--- config.mk ---
export PLATFORM = sky130hd
export DESIGN_NAME = mvsf_outq
export DESIGN_NICKNAME = d
export VERILOG_FILES = /design/src/hw/rtl/assert_macros.svh /design/src/hw/rtl/mvsf_pkg.sv /design/src/hw/rtl/mvsf_outq.sv
export SDC_FILE = /design/constraint.sdc
export NUM_CORES = 1
export LEC_CHECK = 0
export BUFFER_PORTS_ARGS = -buffer_cell sky130_fd_sc_hd__buf_2
export CELL_PAD_IN_SITES_DETAIL_PLACEMENT = 2
export CELL_PAD_IN_SITES_GLOBAL_PLACEMENT = 2
export CORE_MARGIN = 2
export CORE_UTILIZATION = 40
export CTS_BUF_LIST = sky130_fd_sc_hd__clkbuf_4 sky130_fd_sc_hd__clkbuf_8
export DETAILED_ROUTE_END_ITERATION = 12
export GPL_ROUTABILITY_DRIVEN = 0
export GPL_TIMING_DRIVEN = 0
export PLACE_DENSITY_LB_ADDON = 0.1
export RECOVER_POWER = 100
export SLEW_MARGIN = 20
export SYNTH_ARGS = -nofsm -noshare
export SYNTH_HDL_FRONTEND = slang
export SYNTH_SLANG_ARGS = --single-unit
--- constraint.sdc ---
create_clock -name clk -period 4.15 [get_ports clk]
set_input_delay 0.415 -clock clk [delete_from_list [all_inputs] [get_ports clk]]
set_output_delay 0.415 -clock clk [all_outputs]
set_load 0.02 [all_outputs]
--- src/hw/rtl/assert_macros.svh ---
// ----------------------------------------------------------------------------
// Assertion macros
// Shared concurrent check macros for the value scan and refine block.
// ----------------------------------------------------------------------------
`ifndef ASSERT_MACROS_SVH
`define ASSERT_MACROS_SVH

// Same-cycle implication, held off during reset.
`define MVSF_CHECK_NOW(label, clk, rst, ante, cons, msg) \
  label: assert property (@(posedge clk) disable iff (rst) (ante) |-> (cons)) \
    else $error(msg);

// Next-cycle implication, held off during reset.
`define MVSF_CHECK_NEXT(label, clk, rst, ante, cons, msg) \
  label: assert property (@(posedge clk) disable iff (rst) (ante) |=> (cons)) \
    else $error(msg);

`endif

--- src/hw/rtl/mvsf_pkg.sv ---
// ----------------------------------------------------------------------------
// mvsf_pkg
// Types, codes and helpers of the memory value scan and refine block.
// ----------------------------------------------------------------------------
package mvsf_pkg;

  localparam int ADDR_W      = 48;
  localparam int VALUE_W     = 32;
  localparam int INDEX_W     = 8;
  localparam int HIT_COUNT_W = 9;
  localparam int CFG_IDX_W   = 4;

  // configuration register indexes
  localparam logic [CFG_IDX_W-1:0] REG_SEARCH_VALUE = CFG_IDX_W'(0);
  localparam logic [CFG_IDX_W-1:0] REG_ELEM_SIZE    = CFG_IDX_W'(1);

  // element size codes
  localparam logic [1:0] SIZE_BYTE = 2'd0;
  localparam logic [1:0] SIZE_HALF = 2'd1;
  localparam logic [1:0] SIZE_WORD = 2'd2;

  typedef enum logic [1:0] {
    FUNC_CLEAR  = 2'd0,
    FUNC_SCAN   = 2'd1,
    FUNC_REFINE = 2'd2,
    FUNC_READ   = 2'd3
  } func_t;

  typedef enum logic [1:0] {
    STAT_OK    = 2'd0,
    STAT_SIZE  = 2'd1,
    STAT_PASS  = 2'd2,
    STAT_INDEX = 2'd3
  } status_t;

  typedef struct packed {
    func_t              func;
    logic [ADDR_W-1:0]  elem_address;
    logic [INDEX_W-1:0] entry_index;
    logic [VALUE_W-1:0] mem_value;
    logic               last;
  } req_t;

  typedef struct packed {
    status_t                status;
    logic [HIT_COUNT_W-1:0] hit_count;
    logic [ADDR_W-1:0]      entry_address;
    logic                   table_full;
  } rsp_t;

  // Compare on the low bytes that the element size covers.
  function automatic logic value_match(input logic [VALUE_W-1:0] a,
                                       input logic [VALUE_W-1:0] b,
                                       input logic [1:0] code);
    logic eq;
    case (code)
      SIZE_BYTE: eq = (a[7:0] == b[7:0]);
      SIZE_HALF: eq = (a[15:0] == b[15:0]);
      default:   eq = (a == b);
    endcase
    return eq;
  endfunction

endpackage

--- src/hw/rtl/mvsf_outq.sv ---
// ----------------------------------------------------------------------------
// mvsf_outq
// Two-entry response buffer: output register plus skid stage.
// ----------------------------------------------------------------------------
module mvsf_outq import mvsf_pkg::*; (
  input  logic clk,
  input  logic rst,
  input  logic push,
  input  rsp_t push_data,
  output logic full,
  output logic rsp_valid,
  input  logic rsp_ready,
  output rsp_t rsp
);

  logic out_valid;
  logic skid_valid;
  rsp_t out_q;
  rsp_t skid_q;
  logic take;
  logic out_free;

  assign take      = out_valid && rsp_ready;
  assign out_free  = !out_valid || take;
  assign full      = skid_valid;
  assign rsp_valid = out_valid;
  assign rsp       = out_q;

  always_ff @(posedge clk) begin
    if (rst) begin
      out_valid  <= 1'b0;
      skid_valid <= 1'b0;
    end else if (out_free) begin
      out_valid  <= skid_valid || push;
      skid_valid <= skid_valid && push;
    end else if (push) begin
      skid_valid <= 1'b1;
    end
  end

  // advance payload: skid drains first, new response fills the free slot
  always_ff @(posedge clk) begin
    if (out_free) begin
      if (skid_valid) begin
        out_q <= skid_q;
      end else if (push) begin
        out_q <= push_data;
      end
    end
    if (push && (skid_valid || !out_free)) begin
      skid_q <= push_data;
    end
  end

endmodule

Word level (Yosys, flattened, before mapping)
Cells that the tools add are included.
- multiplexer cells: 4
- reductions and logical operators: 11
- operators by type and width (cell ; count):
    $mux 60 ; 2
    $reduce_bool 2->1 ; 2
    $logic_and 1x1->1 ; 3
    $logic_or 1x1->1 ; 3
    $logic_not 1->1 ; 2
    $mux 1 ; 2
    $reduce_and 2->1 ; 1
- bits in registers: 122
- input port bits: 64
- output and inout bits: 62
- word-level logic and storage cells: 25

Longest topological paths before layout
Gate-level depths: netlist of run 1.
- word-level depth: 5
- mapped depth: 4
- gate-level depth less buffers: 3

Least setup slack after synthesis of run 1
No wires, ideal clock.
- kind: register to register
- from: reg skid_valid, in the netlist full
- to: reg out_q (netlist bit rsp[0]) (enable)
- setup time: 480 ps
- data arrival time: 3393 ps
- data required time: 3670 ps
- setup slack: 277 ps
- stages on the path, launching flop included: 5
- buffers on the path: 2
- clock period less this slack: 3873 ps
- path through: dfxtp_1 -> buf_6 -> buf_12 -> nor2_1 -> nor2_1
- longest elaborated chain between the ends: 2
- RTL lines (item ; RTL line ; text):
    start: declaration ; mvsf_outq.sv:17 ; logic skid_valid;
    start signal: assignment ; mvsf_outq.sv:35 ; skid_valid <= skid_valid && push;
    $reduce_bool 2->1 (no source line) ; - ;
    $reduce_and 2->1 (no source line) ; - ;
    end signal: assignment ; mvsf_outq.sv:45 ; out_q <= skid_q;
    end signal: assignment ; mvsf_outq.sv:47 ; out_q <= push_data;
    end: declaration ; mvsf_outq.sv:18 ; rsp_t out_q;
Every way passes these cells.
A chain may end at the register's enable or synchronous reset.

Worst setup path after layout of run 1
- from: reg skid_valid, in the netlist full
- to: reg skid_q[48] in the netlist's numbering (enable)
- longest elaborated chain between the ends: 2
- RTL lines (item ; RTL line ; text):
    $logic_or 1x1->1 ; mvsf_outq.sv:50 ; if (push && (skid_valid || !out_free)) begin
    $logic_and 1x1->1 ; mvsf_outq.sv:50 ;
    end signal: assignment ; mvsf_outq.sv:51 ; skid_q <= push_data;
    end: declaration ; mvsf_outq.sv:19 ; rsp_t skid_q;
Every way passes these cells.

==> results of run 1 <==
==> flip-flops by register name, summed over array words and instances, names as in the netlist <==
name	cells
rsp_valid	1
rsp	60
full	1
skid_q	60
==> through the flow <==
step / setup TNS [ps] / cells / hold WS, ps
finish: 0 / 501 / 156
CTS: 0 / 501 / 120
global placement: -66010 / 466 / 531
floorplan: 0 / 198 / 484
global route: 0 / 501 / 135
detailed placement: 0 / 469 / 537
==> worst paths after layout <==
path,endpoint,slack [ps]
worst max register to register,skid_q[48]$_DFFE_PP_,1510
worst min register to register,rsp[50]$_DFFE_PP_,540
worst max-delay path,skid_q[48]$_DFFE_PP_,1510
worst min-delay path,rsp_valid$_SDFFE_PP0P_,160
==> synth_stat cells (all sizes together) <==
| master | count |
|---|---|
| edfxtp | 120 |
| mux2 | 60 |
| buf | 7 |
| nor2 | 3 |
| dfxtp | 2 |
| a21oi | 1 |
| and2b | 1 |
| nand2 | 1 |
| nor3 | 1 |
| o21a | 1 |
| o21ai | 1 |
==> power breakdown <==
part,switching [mW],internal [mW]
sequential,0.0173,1.43
combinational,0.145,0.0697
clock,0.444,0.728
total,0.607,2.23
==> kinds of logic after synthesis <==
group / Yosys count / synth area share (%)
flip-flops: 122 / 77.4
AO/OA/AOI/OAI: 3 / 0.372
AND/OR/NAND/NOR: 6 / 0.585
buffers and inverters: 7 / 2.79
multiplexers: 60 / 18.8
==> metal layers <==
metal,wire length [um],vias up,part of all wire (%),global-route usage [%]
met5,0,-,0,0
met2,5250,81,53,28.8
met3,625,13,6.3,6.26
met1,3910,1170,39,17.8
met4,148,0,1.5,7.32
li1,-,1085,-,-
==> final cells by class <==
| type | instances | area [um2] |
|---|---|---|
| multi-input combinational | 69 | 747 |
| buffer | 7 | 42.5 |
| tap | 143 | 179 |
| clock buffer | 26 | 352 |
| clock inverter | 6 | 105 |
| sequential | 122 | 3640 |
| timing repair buffer | 128 | 556 |
| fill | 1146 | 5840 |
==> impl_metrics.sql, run 1 <==
INSERT INTO impl_metrics (metric_group, metric, value, unit) VALUES
('worst_hold_path', 'min-delay-start', 'rst', ''),
('placement', 'place_area', '5590', 'um2'),
('drt', 'firstDrtPassIters', '4', ''),
('worst_setup_path', 'critical_path_arrival', '2760', 'ps'),
('timing', 'worst_slew_pin_slew', '1120', 'ps'),
('timing', 'fin_crit_sh', '63.7', '%'),
('worst_setup_path', 'critical_path.cell_chain', 'clkbuf_1, buf_12, o21a_1, buf_12', ''),
('job', 'maxCapViolCount', '0', ''),
('synthesis', 'synth.cell_area', '4710', 'um2'),
('drt', 'avgViaCountPerCell', '4.69', ''),
('die', 'start_util', '41.0', '%'),
('global_route', 'pin_count_of_the_biggest_net_entering_global_routing', '38', ''),
('finish', 'most-common-layout-cells', 'sky130_fd_sc_hd__edfxtp_1 (120), sky130_fd_sc_hd__clkbuf_1 (116), sky130_fd_sc_hd__mux2_1 (51), sky130_fd_sc_hd__clkbuf_8 (25), sky130_fd_sc_hd__buf_2 (15)', ''),
('pwr', 'cellLeakagePower', '1.89', 'nW'),
('timing', 'worst_clock_skew', '5.77', 'ps'),
('worst_setup_path', 'critPathMostFrequentCell', 'sky130_fd_sc_hd__buf_12', ''),
('clock_network', 'path_clk_slew', '70', 'ps'),
('drt', 'routed-via-count', '2349', ''),
('global_route', 'first_pass_grt_wire_length', '15.1', 'mm'),
('synthesis', 'seq_total_area_yosys', '77.4', '%'),
('drt', 'drt_iter0_markers', '62', ''),
('die', 'dieArea', '12600', 'um2'),
('die', 'coreArea', '11500', 'um2'),
('timing', 'period_minus_slack', '2640', 'ps'),
('synthesis', 'yosys_register_bits', '122', ''),
('worst_setup_path', 'rr_startpoint', 'full$_SDFFE_PP0P_', ''),
('timing', 'timing.max_slew.rel_slack', '25.0', '%'),
('timing', 'final-hold-violation-count', '0', ''),
('synthesis', 'yosysTopAreaCellShare', '76.6', '%'),
('clock_network', 'postCtsResizedCells', '0', ''),
('timing', 'slew_violations', '0', ''),
('status', 'run_status', 'finished, final reports clean', ''),
('die', 'core.rowCount', '39', ''),
('drt', 'post_route_wl', '9.93', 'mm'),
('placement', 'worst_slack_placed', '2160', 'ps'),
('finish', 'num_antenna_cells', '0', ''),
('timing', 'unrepaired_setup_endpoints_after_global_routing', 'false', ''),
('synthesis', 'synth_cells', '198', ''),
('timing', 'fin_ws', '1510', 'ps'),
('pwr', 'post-layout-total-power', '2.84', 'mW'),
('clock_network', 'clk_path_buf_depth', '2', ''),
('synthesis', 'synthTopCellsByArea', 'sky130_fd_sc_hd__edfxtp_1 (77%), sky130_fd_sc_hd__mux2_4 (18%), sky130_fd_sc_hd__buf_12 (2.6%)', ''),
('worst_hold_path', 'worstHoldPathType', 'input pin to register', ''),
('synthesis', 'yosys_warnings', '0', ''),
('placement', 'dp_hpwl', '7.03', 'mm'),
('worst_hold_path', 'timing.hold.worst_path_depth', '2', ''),
('finish', 'layout.cell_area.non_filler', '5620', 'um2'),
('worst_setup_path', 'criticalPathCategory', 'register to register', ''),
('die', 'die_h', '112', 'um'),
('worst_setup_path', 'worst_path_dominant_cell_family', 'buffers and inverters', ''),
('worst_setup_path', 'crit_path_depth', '4', ''),
('worst_setup_path', 'setup.worst_path.end_class', 'register', ''),
('global_route', 'global_route.overflow_total', '0', ''),
('placement', 'buffer_ports.inserted', '125', ''),
('drt', 'routedWlPerCell', '19.8', 'um'),
('die', 'die_x', '112', 'um'),
('clock_network', 'cts_hold_buffers', '0', ''),
('clock_network', 'cts_num_sinks', '122', ''),
('worst_setup_path', 'crit_path_start_kind', 'register', ''),
('finish', 'most_frequent_standard_cell_in_the_layout_excluding_fill_and_tap_cells', 'sky130_fd_sc_hd__edfxtp_1', ''),
('worst_setup_path', 'worstPathRequired', '4260', 'ps'),
('clock_network', 'cts_tree', 'built', ''),
('worst_setup_path', 'cp-startpoint', 'full$_SDFFE_PP0P_', ''),
('timing', 'setup_violations', '0', ''),
('global_route', 'grt_antenna_before_repair', '0', ''),
('clock_network', 'htreeDepth', '4', ''),
('drt', 'ant_nets', '0', ''),
('drt', 'drc_errors', '0', ''),
('synthesis', 'yosys.area.top_type', 'sky130_fd_sc_hd__edfxtp_1', ''),
('finish', 'syn2layout_area_growth', '19.5', '%'),
('global_route', 'global_route.usage.total', '16.5', '%');
(Power assumes the default switching activity.)
==> inputs of run 2 (changes only) <==
- clock period: 4.15 -> 2.6 ns (I/O delays scaled with it)
==> impl_metrics.sql, run 2 (synthesis results as in run 1) <==
INSERT INTO impl_metrics (metric_group, metric, value, unit) VALUES
('placement', 'buffer_ports.inserted', '125', ''),
('drt', 'post_route_wl', '10.7', 'mm'),
('placement', 'dp.cells', '469', ''),
('pwr', 'power.density', '698', 'nW/um2'),
('status', 'run_status', 'finished, final reports clean', ''),
('pwr', 'peakVddDrop', '426', 'uV'),
('clock_network', 'cts_tree', 'built', ''),
('drt', 'ant_nets', '0', ''),
('drt', 'routed-via-count', '2562', ''),
('global_route', 'grt_util_met2', '30.8', '%'),
('pwr', 'post-layout-total-power', '4.18', 'mW'),
('global_route', 'global_route.usage.total', '18.0', '%'),
('worst_setup_path', 'path_max_fanout', '25', ''),
('timing', 'timing.fmax', '477', 'MHz'),
('clock_network', 'path_clk_slew', '60', 'ps'),
('drt', 'routedWlPerCell', '19.5', 'um'),
('global_route', 'globalRoute.busiestLayer', 'met2', ''),
('timing', 'setup_tns', '0', 'ps'),
('finish', 'final_util', '52.2', '%'),
('worst_setup_path', 'critical_path.cell_chain', 'buf_6, buf_12, nor2_1, nor2_2, buf_12', ''),
('finish', 'post_layout_nonfiller_instances', '549', ''),
('die', 'die_x', '112', 'um'),
('timing', 'worst_clock_skew', '10.6', 'ps'),
('timing', 'fin_crit_sh', '80.6', '%'),
('finish', 'nets', '457', ''),
('worst_setup_path', 'worst_path_largest_cell_delay', '780', 'ps'),
('worst_setup_path', 'setup.worst_path.end_class', 'register', ''),
('worst_setup_path', 'crit_path_start_kind', 'register', ''),
('die', 'die_h', '112', 'um'),
('global_route', 'groute.layer.met1.usage', '20.4', '%'),
('timing', 'slew_violations', '0', ''),
('finish', 'syn2layout_area_growth', '27.1', '%'),
('clock_network', 'clk_path_buf_depth', '2', ''),
('drt', 'drc_errors', '0', ''),
('worst_setup_path', 'criticalPathCategory', 'register to register', ''),
('die', 'coreArea', '11500', 'um2'),
('finish', 'most-common-layout-cells', 'sky130_fd_sc_hd__clkbuf_1 (124), sky130_fd_sc_hd__edfxtp_1 (120), sky130_fd_sc_hd__mux2_1 (51), sky130_fd_sc_hd__dlygate4sd3_1 (48), sky130_fd_sc_hd__clkbuf_8 (17)', ''),
('drt', 'firstDrtPassIters', '4', ''),
('global_route', 'grt_antenna_before_repair', '0', ''),
('global_route', 'grtUsageMet3', '6.43', '%'),
('worst_setup_path', 'worstPathRequired', '2730', 'ps'),
('worst_setup_path', 'critical_path_arrival', '2220', 'ps'),
('finish', 'num_antenna_cells', '0', ''),
('finish', 'fillers', '1159', ''),
('die', 'ios', '126', ''),
('timing', 'setup_violations', '0', ''),
('die', 'start_util', '41.0', '%'),
('global_route', 'pin_count_of_the_biggest_net_entering_global_routing', '41', ''),
('clock_network', 'ctsRootBufferMaster', 'sky130_fd_sc_hd__clkbuf_8', ''),
('finish', 'most_frequent_standard_cell_in_the_layout_excluding_fill_and_tap_cells', 'sky130_fd_sc_hd__clkbuf_1', ''),
('worst_setup_path', 'critPathMostFrequentCell', 'sky130_fd_sc_hd__buf_12', ''),
('drt', 'avgViaCountPerCell', '4.67', ''),
('clock_network', 'clk_latency', '430', 'ps'),
('die', 'core.rowCount', '39', ''),
('timing', 'unrepaired_setup_endpoints_after_global_routing', 'false', ''),
('clock_network', 'inserted_clock_buffers', '17', ''),
('clock_network', 'htreeDepth', '4', ''),
('job', 'maxCapViolCount', '0', ''),
('timing', 'worst_slew_pin_slew', '1030', 'ps'),
('timing', 'timing.max_slew.rel_slack', '31.3', '%'),
('finish', 'layout_cell_share_with_drive_strength_beyond_1', '12.3', '%'),
('worst_setup_path', 'crit_slowest_cell', 'sky130_fd_sc_hd__nor2_2', ''),
('clock_network', 'cts_num_sinks', '122', ''),
('global_route', 'global_route.overflow_total', '0', ''),
('global_route', 'first_global_vias', '2895', ''),
('worst_hold_path', 'worstHoldPathType', 'input pin to register', ''),
('timing', 'period_minus_slack', '2100', 'ps'),
('die', 'dieArea', '12600', 'um2'),
('global_route', 'first_pass_grt_wire_length', '16.6', 'mm'),
('placement', 'dp_hpwl', '6.84', 'mm'),
('clock_network', 'postCtsResizedCells', '0', ''),
('pwr', 'cellLeakagePower', '2.01', 'nW'),
('drt', 'drt_iter0_markers', '100', ''),
('timing', 'final-hold-violation-count', '0', '');
run 2: layout make-up:
type | instances | area (um2) | area share (%)
tap | 143 | 179 | 2.99
buffer | 7 | 50.0 | 0.837
timing repair buffer | 176 | 1020 | 17.1
clock buffer | 19 | 249 | 4.16
clock inverter | 13 | 85.1 | 1.42
multi-input combinational | 69 | 749 | 12.5
sequential | 122 | 3640 | 60.9
run 2: through the flow:
| step | instance area [um2] | hold WS (ps) | worst slack, ps |
|---|---|---|---|
| 6_report | 5980 | 51.8 | 505 |
| 3_3_place_gp | 5520 | 444 | 39.0 |
| 5_1_grt | 5980 | 30.9 | 327 |
| 2_1_floorplan | 4710 | 329 | 432 |
| 3_5_place_dp | 5590 | 452 | 700 |
| 4_1_cts | 6380 | 1.33 | 665 |
run 2: worst paths after layout:
| path | cells after the start | slack [ps] | start | end |
|---|---|---|---|---|
| min | 1 | 50 | push_data[27] | skid_q[27]$_DFFE_PP_ |
| max reg2reg | 5 | 500 | full$_SDFFE_PP0P_ | rsp[41]$_DFFE_PP_ |
| max | 5 | 500 | full$_SDFFE_PP0P_ | rsp[41]$_DFFE_PP_ |
| min reg2reg | 1 | 540 | skid_q[41]$_DFFE_PP_ | rsp[41]$_DFFE_PP_ |
run 2: worst max-delay path: cells and delay by family, from the launching register on:
family	cells	cell delay (ps)
and+or+nand+nor	2	830
DFF	1	360
buffers and inverters	3	590
run 2: where the power goes:
group,switching [mW],internal (mW)
clock,0.711,0.746
combinational,0.245,0.158
sequential,0.0293,2.29
run 2: layer usage:
| metal | vias to the layer above | part of all wire, % |
|---|---|---|
| li1 | 1177 | - |
| met1 | 1286 | 40 |
| met2 | 87 | 52 |
| met3 | 12 | 5.9 |
| met4 | 0 | 1.5 |
| met5 | - | 0 |
run 2: what timing repair did:
| item | in CTS | in global routing |
|---|---|---|
| hold endpoints to repair | 46 | 3 |
| endpoints found under the setup margin | 0 | 0 |
| hold buffers | 45 | 3 |
| buffers inserted | 0 | 0 |
==> inputs of run 3 (changes only) <==
- CORE_UTILIZATION: 40 -> 36
- clock period: 2.6 -> 1.7 ns (I/O delays scaled with it)
==> impl_metrics.sql, run 3 (synthesis results as in run 1) <==
INSERT INTO impl_metrics (metric_group, metric, value, unit) VALUES
('timing', 'fin_crit_sh', '94.0', '%'),
('clock_network', 'path_clk_slew', '70', 'ps'),
('drt', 'drc_errors', '0', ''),
('clock_network', 'htreeDepth', '4', ''),
('die', 'dieArea', '14000', 'um2'),
('pwr', 'peakVddDrop', '441', 'uV'),
('drt', 'ant_nets', '0', ''),
('pwr', 'cellLeakagePower', '2.11', 'nW'),
('timing', 'final-hold-violation-count', '0', ''),
('pwr', 'clock_power_share', '36.6', '%'),
('timing', 'setup_violations', '0', ''),
('die', 'coreArea', '12700', 'um2'),
('finish', 'post_layout_nonfiller_instances', '597', ''),
('drt', 'avgViaCountPerCell', '4.42', ''),
('worst_setup_path', 'path_max_fanout', '11', ''),
('timing', 'timing.fmax', '626', 'MHz'),
('worst_setup_path', 'criticalPathCategory', 'register to register', ''),
('status', 'run_status', 'finished, final reports clean', ''),
('die', 'core.rowCount', '41', ''),
('worst_hold_path', 'worstHoldPathType', 'input pin to register', ''),
('pwr', 'p_sw', '1.52', 'mW'),
('finish', 'most-common-layout-cells', 'sky130_fd_sc_hd__edfxtp_1 (120), sky130_fd_sc_hd__clkbuf_1 (117), sky130_fd_sc_hd__dlygate4sd3_1 (61), sky130_fd_sc_hd__mux2_1 (51), sky130_fd_sc_hd__clkbuf_8 (17)', ''),
('timing', 'slew_violations', '0', ''),
('clock_network', 'cts_num_sinks', '122', ''),
('clock_network', 'cts_tree', 'built', ''),
('timing', 'worst_hold_slack_after_final_layout', '60.7', 'ps'),
('clock_network', 'clk_path_buf_depth', '2', ''),
('die', 'start_util', '37.1', '%'),
('timing', 'fin_ws', '101', 'ps'),
('finish', 'layout_cell_share_with_drive_strength_beyond_1', '15.1', '%'),
('finish', 'nets', '476', ''),
('worst_setup_path', 'setup.worst_path.end_class', 'register', ''),
('finish', 'num_antenna_cells', '0', ''),
('clock_network', 'clk_latency', '430', 'ps'),
('clock_network', 'ctsRootBufferMaster', 'sky130_fd_sc_hd__clkbuf_8', ''),
('timing', 'unrepaired_setup_endpoints_after_global_routing', 'false', ''),
('finish', 'fillers', '1323', ''),
('global_route', 'global_route.overflow_total', '0', ''),
('drt', 'drt_iter0_markers', '100', ''),
('global_route', 'first_global_vias', '3073', ''),
('finish', 'most_frequent_standard_cell_in_the_layout_excluding_fill_and_tap_cells', 'sky130_fd_sc_hd__edfxtp_1', ''),
('timing', 'setup_tns', '0', 'ps'),
('finish', 'syn2layout_area_growth', '31.9', '%'),
('die', 'ios', '126', ''),
('global_route', 'first_pass_grt_wire_length', '16.7', 'mm'),
('worst_setup_path', 'crit_path_start_kind', 'register', ''),
('drt', 'firstDrtPassIters', '3', ''),
('timing', 'timing.max_slew.rel_slack', '57.3', '%'),
('clock_network', 'inserted_clock_buffers', '17', ''),
('pwr', 'combPwrFrac', '9.7', '%'),
('drt', 'routed-via-count', '2638', ''),
('placement', 'dp.cells', '498', ''),
('global_route', 'grt_antenna_before_repair', '0', ''),
('timing', 'period_minus_slack', '1600', 'ps'),
('placement', 'worst_slack_placed', '-228', 'ps'),
('global_route', 'pin_count_of_the_biggest_net_entering_global_routing', '38', ''),
('drt', 'routedWlPerCell', '17.8', 'um'),
('pwr', 'power.internal', '5.07', 'mW'),
('global_route', 'global_route.usage.total', '16.0', '%'),
('timing', 'worst_clock_skew', '9.37', 'ps'),
('timing', 'worst_slew_pin_slew', '639', 'ps'),
('job', 'maxCapViolCount', '0', ''),
('pwr', 'seq_power_share', '53.7', '%'),
('finish', 'ff_latch_area', '3650', 'um2'),
('placement', 'buffer_ports.inserted', '125', ''),
('die', 'die_h', '118', 'um'),
('finish', 'multi_input_area', '769', 'um2'),
('pwr', 'sw_frac_of_total', '23.0', '%'),
('worst_setup_path', 'worstPathRequired', '1760', 'ps'),
('die', 'die_x', '118', 'um'),
('worst_setup_path', 'critical_path_arrival', '1660', 'ps'),
('drt', 'post_route_wl', '10.6', 'mm'),
('pwr', 'power.density', '1060', 'nW/um2'),
('placement', 'dp_hpwl', '6.69', 'mm'),
('finish', 'final_util', '49.0', '%');
## run 3: final cells by class
| type | count | area share, % |
|---|---|---|
| clock buffer | 20 | 4.13 |
| buffer | 7 | 1.05 |
| multi-input combinational | 71 | 12.4 |
| clock inverter | 12 | 1.71 |
| sequential | 122 | 58.8 |
| tap | 172 | 3.47 |
| timing repair buffer | 193 | 18.5 |
## run 3: timing repair
action | 4_1_cts | 5_1_grt
resized for setup | 0 | 1
endpoints found under the hold margin | 62 | 0
hold buffers | 61 | 0
pin swaps | 1 | 1
buffers inserted | 0 | 4
gates cloned | 1 | 1
endpoints found under the setup margin | 63 | 61
## run 3: power groups by stage
stage / Clock (mW) / Combinational [mW] / Sequential [mW]
final: 2.41 / 0.639 / 3.54
after global routing: 2.61 / 0.697 / 3.55
after CTS: 2.48 / 0.783 / 3.54
after detailed placement: 0 / 0.667 / 3.60
after global placement: 0 / 0.622 / 3.60
after floorplan: 0 / 0.242 / 3.74
## run 3: per-stage QoR
step,cell area [um2],power [mW]
floorplan,4730,3.98
global placement,5580,4.22
finish,6200,6.59
CTS,6630,6.80
detailed placement,5650,4.27
global route,6200,6.86
## run 3: worst paths after layout
path	from	slack, ps	depth (start not counted)	to
max	full$_SDFFE_PP0P_	100	4	rsp[41]$_DFFE_PP_
min	push	60	3	full$_SDFFE_PP0P_
max reg2reg	full$_SDFFE_PP0P_	100	4	rsp[41]$_DFFE_PP_
min reg2reg	skid_q[45]$_DFFE_PP_	540	1	rsp[45]$_DFFE_PP_
## run 3: critical path: stages, from the launching register on
cell and delay, ps:
sky130_fd_sc_hd__dfxtp_4 360, sky130_fd_sc_hd__buf_12 130, sky130_fd_sc_hd__buf_12 130, sky130_fd_sc_hd__nor2_1 90, sky130_fd_sc_hd__nor2_2 510
## run 3: routing by layer
layer / vias to the layer above / track usage (%) / part of all wire, %
met5: - / 0 / 0
met4: 0 / 7.00 / 1.7
met3: 17 / 5.50 / 5.2
met2: 81 / 27.9 / 52
met1: 1318 / 17.5 / 42
li1: 1222 / - / -
